<file path="config.mk">
export PLATFORM = sky130hd
export DESIGN_NAME = der_tag_length_header_parser
export DESIGN_NICKNAME = d
export VERILOG_FILES = /design/src/hdl/dthp_pkg.sv /design/src/hdl/dthp_queue.sv /design/src/hdl/dthp_front.sv /design/src/hdl/dthp_back.sv /design/src/hdl/der_tag_length_header_parser.sv
export VERILOG_INCLUDE_DIRS = /design/src /design/src/hdl
export SDC_FILE = /design/constraint.sdc
export NUM_CORES = 1
export LEC_CHECK = 0
export ABC_AREA = 1
export BUFFER_PORTS_ARGS = -buffer_cell sky130_fd_sc_hd__buf_2
export CAP_MARGIN = 15
export CORE_MARGIN = 3
export CORE_UTILIZATION = 30
export CTS_CLUSTER_SIZE = 16
export DETAILED_ROUTE_END_ITERATION = 6
export HOLD_SLACK_MARGIN = 0.15
export REMOVE_ABC_BUFFERS = 1
export SLEW_MARGIN = 30
export SYNTH_ARGS = -nofsm -noshare
export SYNTH_HDL_FRONTEND = slang
export SYNTH_SLANG_ARGS = --single-unit
</file>
<file path="constraint.sdc">
create_clock -name clk_i -period 3.55 [get_ports clk_i]
set_input_delay 0.5325 -clock clk_i [delete_from_list [all_inputs] [get_ports clk_i]]
set_output_delay 0.5325 -clock clk_i [all_outputs]
set_load 0.02 [all_outputs]
</file>
<file path="src/hdl/der_tag_length_header_parser_assert.svh">
// ---------------------------------------------------------------------------
// DER header parser assertion macros
// Clocked property checks shared by the parser modules.
// ---------------------------------------------------------------------------
`ifndef DER_TAG_LENGTH_HEADER_PARSER_ASSERT_SVH
`define DER_TAG_LENGTH_HEADER_PARSER_ASSERT_SVH

// Check on clk_i, masked while reset is asserted.
`define DTHP_ASSERT(lbl, prop, msg) \
  lbl: assert property (@(posedge clk_i) disable iff (!rst_ni) (prop)) else $error(msg);

// Check on clk_i that must also hold during reset.
`define DTHP_ASSERT_ALWAYS(lbl, prop, msg) \
  lbl: assert property (@(posedge clk_i) (prop)) else $error(msg);

`endif

</file>
<file path="src/hdl/dthp_pkg.sv">
// ---------------------------------------------------------------------------
// DER header parser package
// Payload structs, status and phase codes, fixed field widths.
// ---------------------------------------------------------------------------
`timescale 1ns / 1ps

package dthp_pkg;

  localparam int unsigned TagW       = 28;
  localparam int unsigned LenW       = 64;
  localparam int unsigned HdrW       = 4;
  localparam int unsigned QueueDepth = 2;

  localparam logic [4:0]      TagEscape = 5'h1f;
  localparam logic [7:0]      IndefLen  = 8'h80;
  localparam logic [HdrW-1:0] HdrMax    = 4'hf;

  typedef enum logic [1:0] {
    StOk      = 2'd0,
    StIndef   = 2'd1,
    StLenLong = 2'd2,
    StTagLong = 2'd3
  } dthp_status_e;

  typedef enum logic [3:0] {
    PhIdle     = 4'b0001,
    PhTag      = 4'b0010,
    PhLenFirst = 4'b0100,
    PhLenMore  = 4'b1000
  } dthp_phase_e;

  typedef struct packed {
    logic [7:0] data_byte;
    logic       restart;
  } dthp_in_t;

  typedef struct packed {
    logic [1:0]      tag_class;
    logic            constructed;
    logic [TagW-1:0] tag_number;
    logic [LenW-1:0] content_length;
    logic [HdrW-1:0] header_size;
    dthp_status_e    status;
  } dthp_out_t;

  // Byte plus pre-decoded flags, as queued between front and back.
  typedef struct packed {
    logic [7:0] data_byte;
    logic       restart;
    logic       long_tag;      // identifier low bits are the escape value
    logic       more;          // bit 7: continuation / long-form length
    logic       indef;         // 0x80 length byte
    logic       len_too_long;  // long-form byte count above the limit
  } dthp_op_t;

endpackage

</file>
<file path="src/hdl/dthp_queue.sv">
// ---------------------------------------------------------------------------
// DER header parser decoupling queue
// Small register FIFO between the classifier and the parser.
// ---------------------------------------------------------------------------
`timescale 1ns / 1ps

`include "der_tag_length_header_parser_assert.svh"

module dthp_queue
  import dthp_pkg::*;
(
  input  logic     clk_i,
  input  logic     rst_ni,
  input  logic     push_i,
  input  dthp_op_t push_data_i,
  output logic     full_o,
  input  logic     pop_i,
  output logic     empty_o,
  output dthp_op_t pop_data_o
);

  localparam int unsigned PtrW = (QueueDepth > 1) ? $clog2(QueueDepth) : 1;
  localparam int unsigned CntW = $clog2(QueueDepth + 1);

  dthp_op_t        mem_q [QueueDepth];
  logic [PtrW-1:0] wr_ptr_q, wr_ptr_d;
  logic [PtrW-1:0] rd_ptr_q, rd_ptr_d;
  logic [CntW-1:0] count_q, count_d;

  assign full_o     = (count_q == CntW'(QueueDepth));
  assign empty_o    = (count_q == '0);
  assign pop_data_o = mem_q[rd_ptr_q];

  always_comb begin
    wr_ptr_d = wr_ptr_q;
    rd_ptr_d = rd_ptr_q;
    if (push_i) begin
      wr_ptr_d = (wr_ptr_q == PtrW'(QueueDepth - 1)) ? '0 : wr_ptr_q + 1'b1;
    end
    if (pop_i) begin
      rd_ptr_d = (rd_ptr_q == PtrW'(QueueDepth - 1)) ? '0 : rd_ptr_q + 1'b1;
    end
    unique case ({push_i, pop_i})
      2'b10:   count_d = count_q + 1'b1;
      2'b01:   count_d = count_q - 1'b1;
      default: count_d = count_q;
    endcase
  end

  always_ff @(posedge clk_i or negedge rst_ni) begin
    if (!rst_ni) begin
      wr_ptr_q <= '0;
      rd_ptr_q <= '0;
      count_q  <= '0;
    end else begin
      wr_ptr_q <= wr_ptr_d;
      rd_ptr_q <= rd_ptr_d;
      count_q  <= count_d;
    end
  end

  always_ff @(posedge clk_i) begin
    if (push_i) begin
      mem_q[wr_ptr_q] <= push_data_i;
    end
  end

  `DTHP_ASSERT(a_q_no_overflow, !(push_i && full_o), "queue push while full")
  `DTHP_ASSERT(a_q_no_underflow, !(pop_i && empty_o), "queue pop while empty")
  `DTHP_ASSERT(a_q_count_bound, count_q <= CntW'(QueueDepth),
               "queue count out of range")

endmodule

</file>
<file path="src/hdl/dthp_front.sv">
// ---------------------------------------------------------------------------
// DER header parser front end
// Takes input transfers and pre-decodes each byte for the parser.
// ---------------------------------------------------------------------------
`timescale 1ns / 1ps

module dthp_front
  import dthp_pkg::*;
#(
  parameter int unsigned MAX_LENGTH_BYTES = 8
) (
  input  logic     in_valid_i,
  output logic     in_ready_o,
  input  dthp_in_t in_item_i,
  input  logic     q_full_i,
  output logic     q_push_o,
  output dthp_op_t q_data_o
);

  assign in_ready_o = !q_full_i;
  assign q_push_o   = in_valid_i && !q_full_i;

  always_comb begin
    q_data_o.data_byte    = in_item_i.data_byte;
    q_data_o.restart      = in_item_i.restart;
    q_data_o.long_tag     = (in_item_i.data_byte[4:0] == TagEscape);
    q_data_o.more         = in_item_i.data_byte[7];
    q_data_o.indef        = (in_item_i.data_byte == IndefLen);
    q_data_o.len_too_long = (in_item_i.data_byte[6:0] > 7'(MAX_LENGTH_BYTES));
  end

endmodule

</file>
<file path="src/hdl/dthp_back.sv">
// ---------------------------------------------------------------------------
// DER header parser back end
// Identifier/length state machine with a registered result stage.
// ---------------------------------------------------------------------------
`timescale 1ns / 1ps

`include "der_tag_length_header_parser_assert.svh"

module dthp_back
  import dthp_pkg::*;
#(
  parameter int unsigned MAX_TAG_GROUPS   = 4,
  parameter int unsigned MAX_LENGTH_BYTES = 8
) (
  input  logic      clk_i,
  input  logic      rst_ni,
  input  logic      op_valid_i,
  input  dthp_op_t  op_i,
  output logic      op_pop_o,
  output logic      out_valid_o,
  input  logic      out_ready_i,
  output dthp_out_t out_item_o
);

  localparam int unsigned GrpW  = $clog2(MAX_TAG_GROUPS + 2);
  localparam int unsigned LeftW = $clog2(MAX_LENGTH_BYTES + 1);

  dthp_phase_e      phase_q, phase_d, phase_eff;
  logic [1:0]       class_q, class_d;
  logic             cons_q, cons_d;
  logic [TagW-1:0]  tag_q, tag_d;
  logic [GrpW-1:0]  groups_q, groups_d, groups_nx;
  logic [LenW-1:0]  len_q, len_d;
  logic [LeftW-1:0] left_q, left_d, left_nx;
  logic [HdrW-1:0]  used_q, used_d, used_inc;

  logic             emit;
  logic [LenW-1:0]  emit_len;
  dthp_status_e     emit_status;

  logic             out_valid_q;
  dthp_out_t        out_item_q;

  // Step only when the result register is free or draining this cycle.
  assign op_pop_o = op_valid_i && (!out_valid_q || out_ready_i);

  assign phase_eff = op_i.restart ? PhIdle : phase_q;
  assign used_inc  = (used_q == HdrMax) ? used_q : used_q + 1'b1;
  assign groups_nx = groups_q + 1'b1;
  assign left_nx   = (left_q != '0) ? left_q - 1'b1 : left_q;

  always_comb begin
    phase_d     = phase_q;
    class_d     = class_q;
    cons_d      = cons_q;
    tag_d       = tag_q;
    groups_d    = groups_q;
    len_d       = len_q;
    left_d      = left_q;
    used_d      = used_q;
    emit        = 1'b0;
    emit_len    = '0;
    emit_status = StOk;
    if (op_pop_o) begin
      unique case (phase_eff)
        PhIdle: begin
          class_d  = op_i.data_byte[7:6];
          cons_d   = op_i.data_byte[5];
          groups_d = '0;
          len_d    = '0;
          left_d   = '0;
          used_d   = HdrW'(1);
          if (op_i.long_tag) begin
            tag_d   = '0;
            phase_d = PhTag;
          end else begin
            tag_d   = TagW'(op_i.data_byte[4:0]);
            phase_d = PhLenFirst;
          end
        end
        PhTag: begin
          used_d   = used_inc;
          groups_d = groups_nx;
          // group limit hit, or the next 7-bit shift would lose bits
          if (groups_nx > GrpW'(MAX_TAG_GROUPS) || tag_q[TagW-1:TagW-7] != '0) begin
            emit        = 1'b1;
            emit_status = StTagLong;
          end else begin
            tag_d = {tag_q[TagW-8:0], op_i.data_byte[6:0]};
            if (!op_i.more) begin
              phase_d = PhLenFirst;
            end
          end
        end
        PhLenFirst: begin
          used_d = used_inc;
          priority if (!op_i.more) begin
            emit     = 1'b1;
            emit_len = LenW'(op_i.data_byte);
          end else if (op_i.indef) begin
            emit        = 1'b1;
            emit_status = StIndef;
          end else if (op_i.len_too_long) begin
            emit        = 1'b1;
            emit_status = StLenLong;
          end else begin
            len_d   = '0;
            left_d  = LeftW'(op_i.data_byte[6:0]);
            phase_d = PhLenMore;
          end
        end
        PhLenMore: begin
          used_d = used_inc;
          len_d  = {len_q[LenW-9:0], op_i.data_byte};
          left_d = left_nx;
          if (left_nx == '0) begin
            emit     = 1'b1;
            emit_len = len_d;
          end
        end
        default: begin
          phase_d = PhIdle;
        end
      endcase
      if (emit) begin
        phase_d = PhIdle;
      end
    end
  end

  always_ff @(posedge clk_i or negedge rst_ni) begin
    if (!rst_ni) begin
      phase_q     <= PhIdle;
      class_q     <= '0;
      cons_q      <= 1'b0;
      tag_q       <= '0;
      groups_q    <= '0;
      len_q       <= '0;
      left_q      <= '0;
      used_q      <= '0;
      out_valid_q <= 1'b0;
    end else begin
      phase_q  <= phase_d;
      class_q  <= class_d;
      cons_q   <= cons_d;
      tag_q    <= tag_d;
      groups_q <= groups_d;
      len_q    <= len_d;
      left_q   <= left_d;
      used_q   <= used_d;
      if (emit) begin
        out_valid_q <= 1'b1;
      end else if (out_ready_i) begin
        out_valid_q <= 1'b0;
      end
    end
  end

  always_ff @(posedge clk_i) begin
    if (emit) begin
      out_item_q.tag_class      <= class_q;
      out_item_q.constructed    <= cons_q;
      out_item_q.tag_number     <= tag_q;
      out_item_q.content_length <= emit_len;
      out_item_q.header_size    <= used_d;
      out_item_q.status         <= emit_status;
    end
  end

  assign out_valid_o = out_valid_q;
  assign out_item_o  = out_item_q;

  `DTHP_ASSERT(a_back_emit_idle, emit |=> (phase_q == PhIdle), "no return to idle after result")
  `DTHP_ASSERT(a_back_hdr_nonzero, out_valid_q |-> (out_item_q.header_size != '0),
               "result with zero header size")
  `DTHP_ASSERT(a_back_err_len_zero,
               (out_valid_q && out_item_q.status != StOk) |-> (out_item_q.content_length == '0),
               "error result carries a length")

endmodule

</file>
<file path="src/hdl/der_tag_length_header_parser.sv">
// The byte that ends the header is written into the queue; the parser step reads it there
// and loads the result into the output register, from which it transfers.
// Throughput: one byte per cycle while no result is held waiting in the output register.
// A result waiting in the output register stalls the parser only, and the queue keeps
// taking bytes until it fills.
// Reset (rst_ni low, asynchronous): parser idle, accumulators cleared, queue empty,
// no result valid.
// ---------------------------------------------------------------------------
// DER identifier and length header parser
// Byte-serial decoder for one X.690 tag/length header per result.
// ---------------------------------------------------------------------------
`timescale 1ns / 1ps

module der_tag_length_header_parser
  import dthp_pkg::*;
#(
  parameter int unsigned MAX_TAG_GROUPS   = 4,  // long-form tag groups allowed
  parameter int unsigned MAX_LENGTH_BYTES = 8   // long-form length bytes allowed
) (
  input  logic      clk_i,
  input  logic      rst_ni,
  // byte stream in
  input  logic      in_valid_i,
  output logic      in_ready_o,
  input  dthp_in_t  in_item_i,
  // decoded headers out
  output logic      out_valid_o,
  input  logic      out_ready_i,
  output dthp_out_t out_item_o
);

  // Front end: flow control and per-byte pre-decode (escape, continuation,
  // indefinite marker, length-count limit). No state of its own.
  logic     q_push;
  logic     q_full;
  dthp_op_t q_push_data;

  // Back end side of the queue.
  logic     q_pop;
  logic     q_empty;
  dthp_op_t q_pop_data;

  dthp_front #(
    .MAX_LENGTH_BYTES(MAX_LENGTH_BYTES)
  ) u_front (
    .in_valid_i(in_valid_i),
    .in_ready_o(in_ready_o),
    .in_item_i (in_item_i),
    .q_full_i  (q_full),
    .q_push_o  (q_push),
    .q_data_o  (q_push_data)
  );

  // Two-entry queue: decouples input transfers from output stalls so that
  // a held result does not immediately block the byte stream.
  dthp_queue u_queue (
    .clk_i      (clk_i),
    .rst_ni     (rst_ni),
    .push_i     (q_push),
    .push_data_i(q_push_data),
    .full_o     (q_full),
    .pop_i      (q_pop),
    .empty_o    (q_empty),
    .pop_data_o (q_pop_data)
  );

  // Back end: identifier -> tag groups -> length byte(s). One queued byte
  // per cycle while no result is held; a finished or failed header is
  // loaded into the result register and the parser drops back to idle.
  // Restart forces the byte to be read as a fresh identifier.
  dthp_back #(
    .MAX_TAG_GROUPS  (MAX_TAG_GROUPS),
    .MAX_LENGTH_BYTES(MAX_LENGTH_BYTES)
  ) u_back (
    .clk_i      (clk_i),
    .rst_ni     (rst_ni),
    .op_valid_i (!q_empty),
    .op_i       (q_pop_data),
    .op_pop_o   (q_pop),
    .out_valid_o(out_valid_o),
    .out_ready_i(out_ready_i),
    .out_item_o (out_item_o)
  );

endmodule
</file>
==> flow_metrics.py <==
metrics = {
    "place": {
        "dp_slack_ns": 0.646,
        "hpwl_um": 12700,
        "io_buffer_count": 115,
        "place_area_sq_um": 10100,
        "place_inst": 1306,
        "routabilityCongestion": 0.815,
    },
    "clock_tree": {
        "post_cts_buffers": 0,
        "cts_tree": "yes",
        "clkSlewWorstSetupHoldPaths_ns": 0.06,
        "cts_resized": 0,
        "htree_levels": 1,
        "insertion_delay_ns": 0.53,
        "cts-root-buf": "clkbuf_16",
        "cts_buffers": 26,
        "holdBufCountCts": 1,
        "cts.sinks": 232,
        "clock_path_buffers": 3,
    },
    "timing": {
        "rsz0062_at_grt": "false",
        "period_share_pct": 82.0,
        "fin_ws_ns": 0.639,
        "hold_slack_ns": 0.207,
        "skew_ns": 0.0238,
        "max_freq_ghz": 0.344,
        "fin_crit_ns": 2.91,
        "setup_viol": 0,
        "max-slew-margin-rel_pct": 46.2,
        "worst_slew_pin_slew_ns": 0.806,
        "slew_viol_final": 0,
        "tns_ns": 0,
        "finalHoldViolCount": 0,
    },
    "global_routing": {
        "grt_pass1_wl_um": 32000,
        "grt_max_degree": 117,
        "grt_pass1_vias": 5984,
        "grt_overflow": 0,
        "antenna_found_initial": 0,
        "grt_use_total_pct": 11.9,
    },
    "critical_path": {
        "critPathMaxFanout": 47,
        "crit_arrival_ns": 3.06,
        "crit_type": "register to register",
        "cp_data_required_time_ns": 3.70,
        "endpoint_kind": "register",
        "critPathLaunchType": "register",
    },
    "floorplan": {
        "die_x_um": 181,
        "io_pins": 116,
        "coreArea_sq_um": 29900,
        "start_util_pct": 30.6,
        "die-area_sq_um": 32600,
        "num_rows": 63,
        "die_h_um": 181,
    },
    "synth": {
        "yosysMostFrequentCell": "nand2_1",
        "async_flop_share_pct": 46.1,
        "synth_top_cell_by_area": "edfxtp_1",
        "synth_flop_cell": "edfxtp_1",
        "synthTopCellsByArea": "edfxtp_1, dfrtp_1, nand2_1, nor2_1, o21ai_0",
        "synth_seq_cells": 232,
        "netlist_area_sq_um": 9150,
        "synth_common_cells": "nand2_1, edfxtp_1, dfrtp_1, nor2_1, o21ai_0",
        "synth_top_cell_area_share_pct": 41.0,
        "synth_edf_count": 125,
        "synthCells": 829,
        "ys_types": 35,
        "ys_seq_area_share_pct": 70.3,
        "ys_warn_count": 0,
        "syn_avg_cell_area_sq_um": 11.0,
    },
    "cells_and_area": {
        "nets": 963,
        "synthToLayoutAreaGrowth_pct": 20.2,
        "final_cells": 1354,
        "fillers": 2992,
        "n_antenna_cell": 0,
        "multi_input_area_sq_um": 2390,
        "ff_latch_area_sq_um": 6430,
        "drive_gt1_share_pct": 21.0,
        "post-route-cell-area_sq_um": 11000,
        "final_core_util_pct": 36.8,
    },
    "route": {
        "drcViolationCount": 0,
        "wl_um": 19700,
        "wl_per_cell_um": 14.6,
        "vias_per_cell": 4.49,
        "dr.pass1.iters": 4,
        "drt_iter0_drc": 357,
        "num_vias": 6076,
        "detail-route-antenna-nets": 0,
    },
    "run": {
        "drv_cap": 0,
    },
    "pwr": {
        "max-vdd-ir-drop_uv": 681,
        "total_power_mw": 9.48,
        "cellPowerDensity_nw_per_um2": 862,
        "p_leak_nw": 4.47,
    },
    "min_path": {
        "hold_class": "input port to register",
    },
    "outcome": {
        "status": "finished, final reports clean",
    },
}
-- registers in the layout, summed over array words and instances, names as in the netlist, 3 cells and up --
| register | count |
|---|---|
| u_back.out_item_o | 101 |
| u_back.len_q | 56 |
| u_back.tag_q | 28 |
| u_queue.mem_q | 24 |
| u_back.left_q | 4 |
| u_back.phase_q | 4 |
| u_back.used_q | 4 |
| u_back.groups_q | 3 |
-- area by class of cell --
class / count / share of cell area [%]
clock inverter: 17 / 1.68
inverter: 36 / 1.25
sequential: 232 / 58.5
multi-input combinational: 525 / 21.7
clock buffer: 30 / 6.24
tap: 390 / 4.44
timing repair buffer: 124 / 6.16
-- placed cells by master (no fill, tap or decap), types with 3 or more instances in the layout --
master,Yosys,final
inv_1,32,31
o21ai_1,47,47
buf_4,0,6
nor2_2,1,3
o22ai_1,3,3
clkbuf_16,0,26
nand4_1,3,3
nand2_4,3,4
ha_1,5,5
edfxtp_1,125,125
dfrtp_1,106,106
o21ai_0,51,51
nand2_2,3,3
o21ai_2,7,7
clkinv_1,0,5
nand3_2,2,3
bufinv_16,0,3
a21oi_1,6,6
buf_2,12,114
nand2_1,257,256
inv_2,4,4
nor2_1,85,82
or2_2,8,8
nand3_1,29,28
nor2_4,2,3
-- kinds of logic (layout without fill, tap and decap cells) --
group,count (synthesis),count (layout),synth area share [%]
buffers and inverters,72,207,3.86
XOR/XNOR,3,3,0.287
multiplexers,2,2,0.232
adder cells (fa/ha/maj),5,5,0.684
flip-flops,232,232,70.3
AND/OR/NAND/NOR,398,398,17.8
AO/OA/AOI/OAI,117,117,6.82
-- power by group --
group | internal, mW | total [mW] | switching (mW)
Sequential | 3.34 | 3.57 | 0.229
Clock | 1.61 | 2.71 | 1.10
Combinational | 0.716 | 3.20 | 2.48
Total | 5.67 | 9.48 | 3.81
-- routing by layer --
| layer | vias to the layer above | routed length (um) | track usage (%) |
|---|---|---|---|
| met3 | 29 | 965 | 2.36 |
| met4 | 0 | 387 | 2.98 |
| met2 | 132 | 9300 | 19.8 |
| met1 | 2919 | 9080 | 16.0 |
| met5 | - | 0 | 0 |
| li1 | 2996 | - | - |
-- worst paths after layout --
| check | from | endpoint | slack, ns | depth (start not counted) |
|---|---|---|---|---|
| min in group asynchronous | rst_ni | u_back.len_q[39] | 0.58 | 2 |
| worst max-delay path | u_queue.rd_ptr_q | u_back.out_item_o[24] | 0.64 | 11 |
| worst max register to register | u_queue.rd_ptr_q | u_back.out_item_o[24] | 0.64 | 11 |
| worst min-delay path | in_item_i[0] | u_queue.mem_q[1][4] | 0.21 | 1 |
| max in group asynchronous | rst_ni | u_back.len_q[3] | 2.19 | 3 |
| worst min register to register | u_back.class_q[1] | u_back.out_item_o[100] | 0.45 | 0 |
-- worst max-delay path: stages, from the launching register on --
cell,delay [ns]
dfrtp_1,0.61
inv_2,0.16
nand2_1,0.13
nand3_1,0.14
nor2_4,0.18
nand3_2,0.21
nand2_1,0.12
inv_1,0.04
nand2_1,0.06
nand2_1,0.22
inv_4,0.14
buf_4,0.48
No activity file was read; power rests on OpenSTA's default activity.
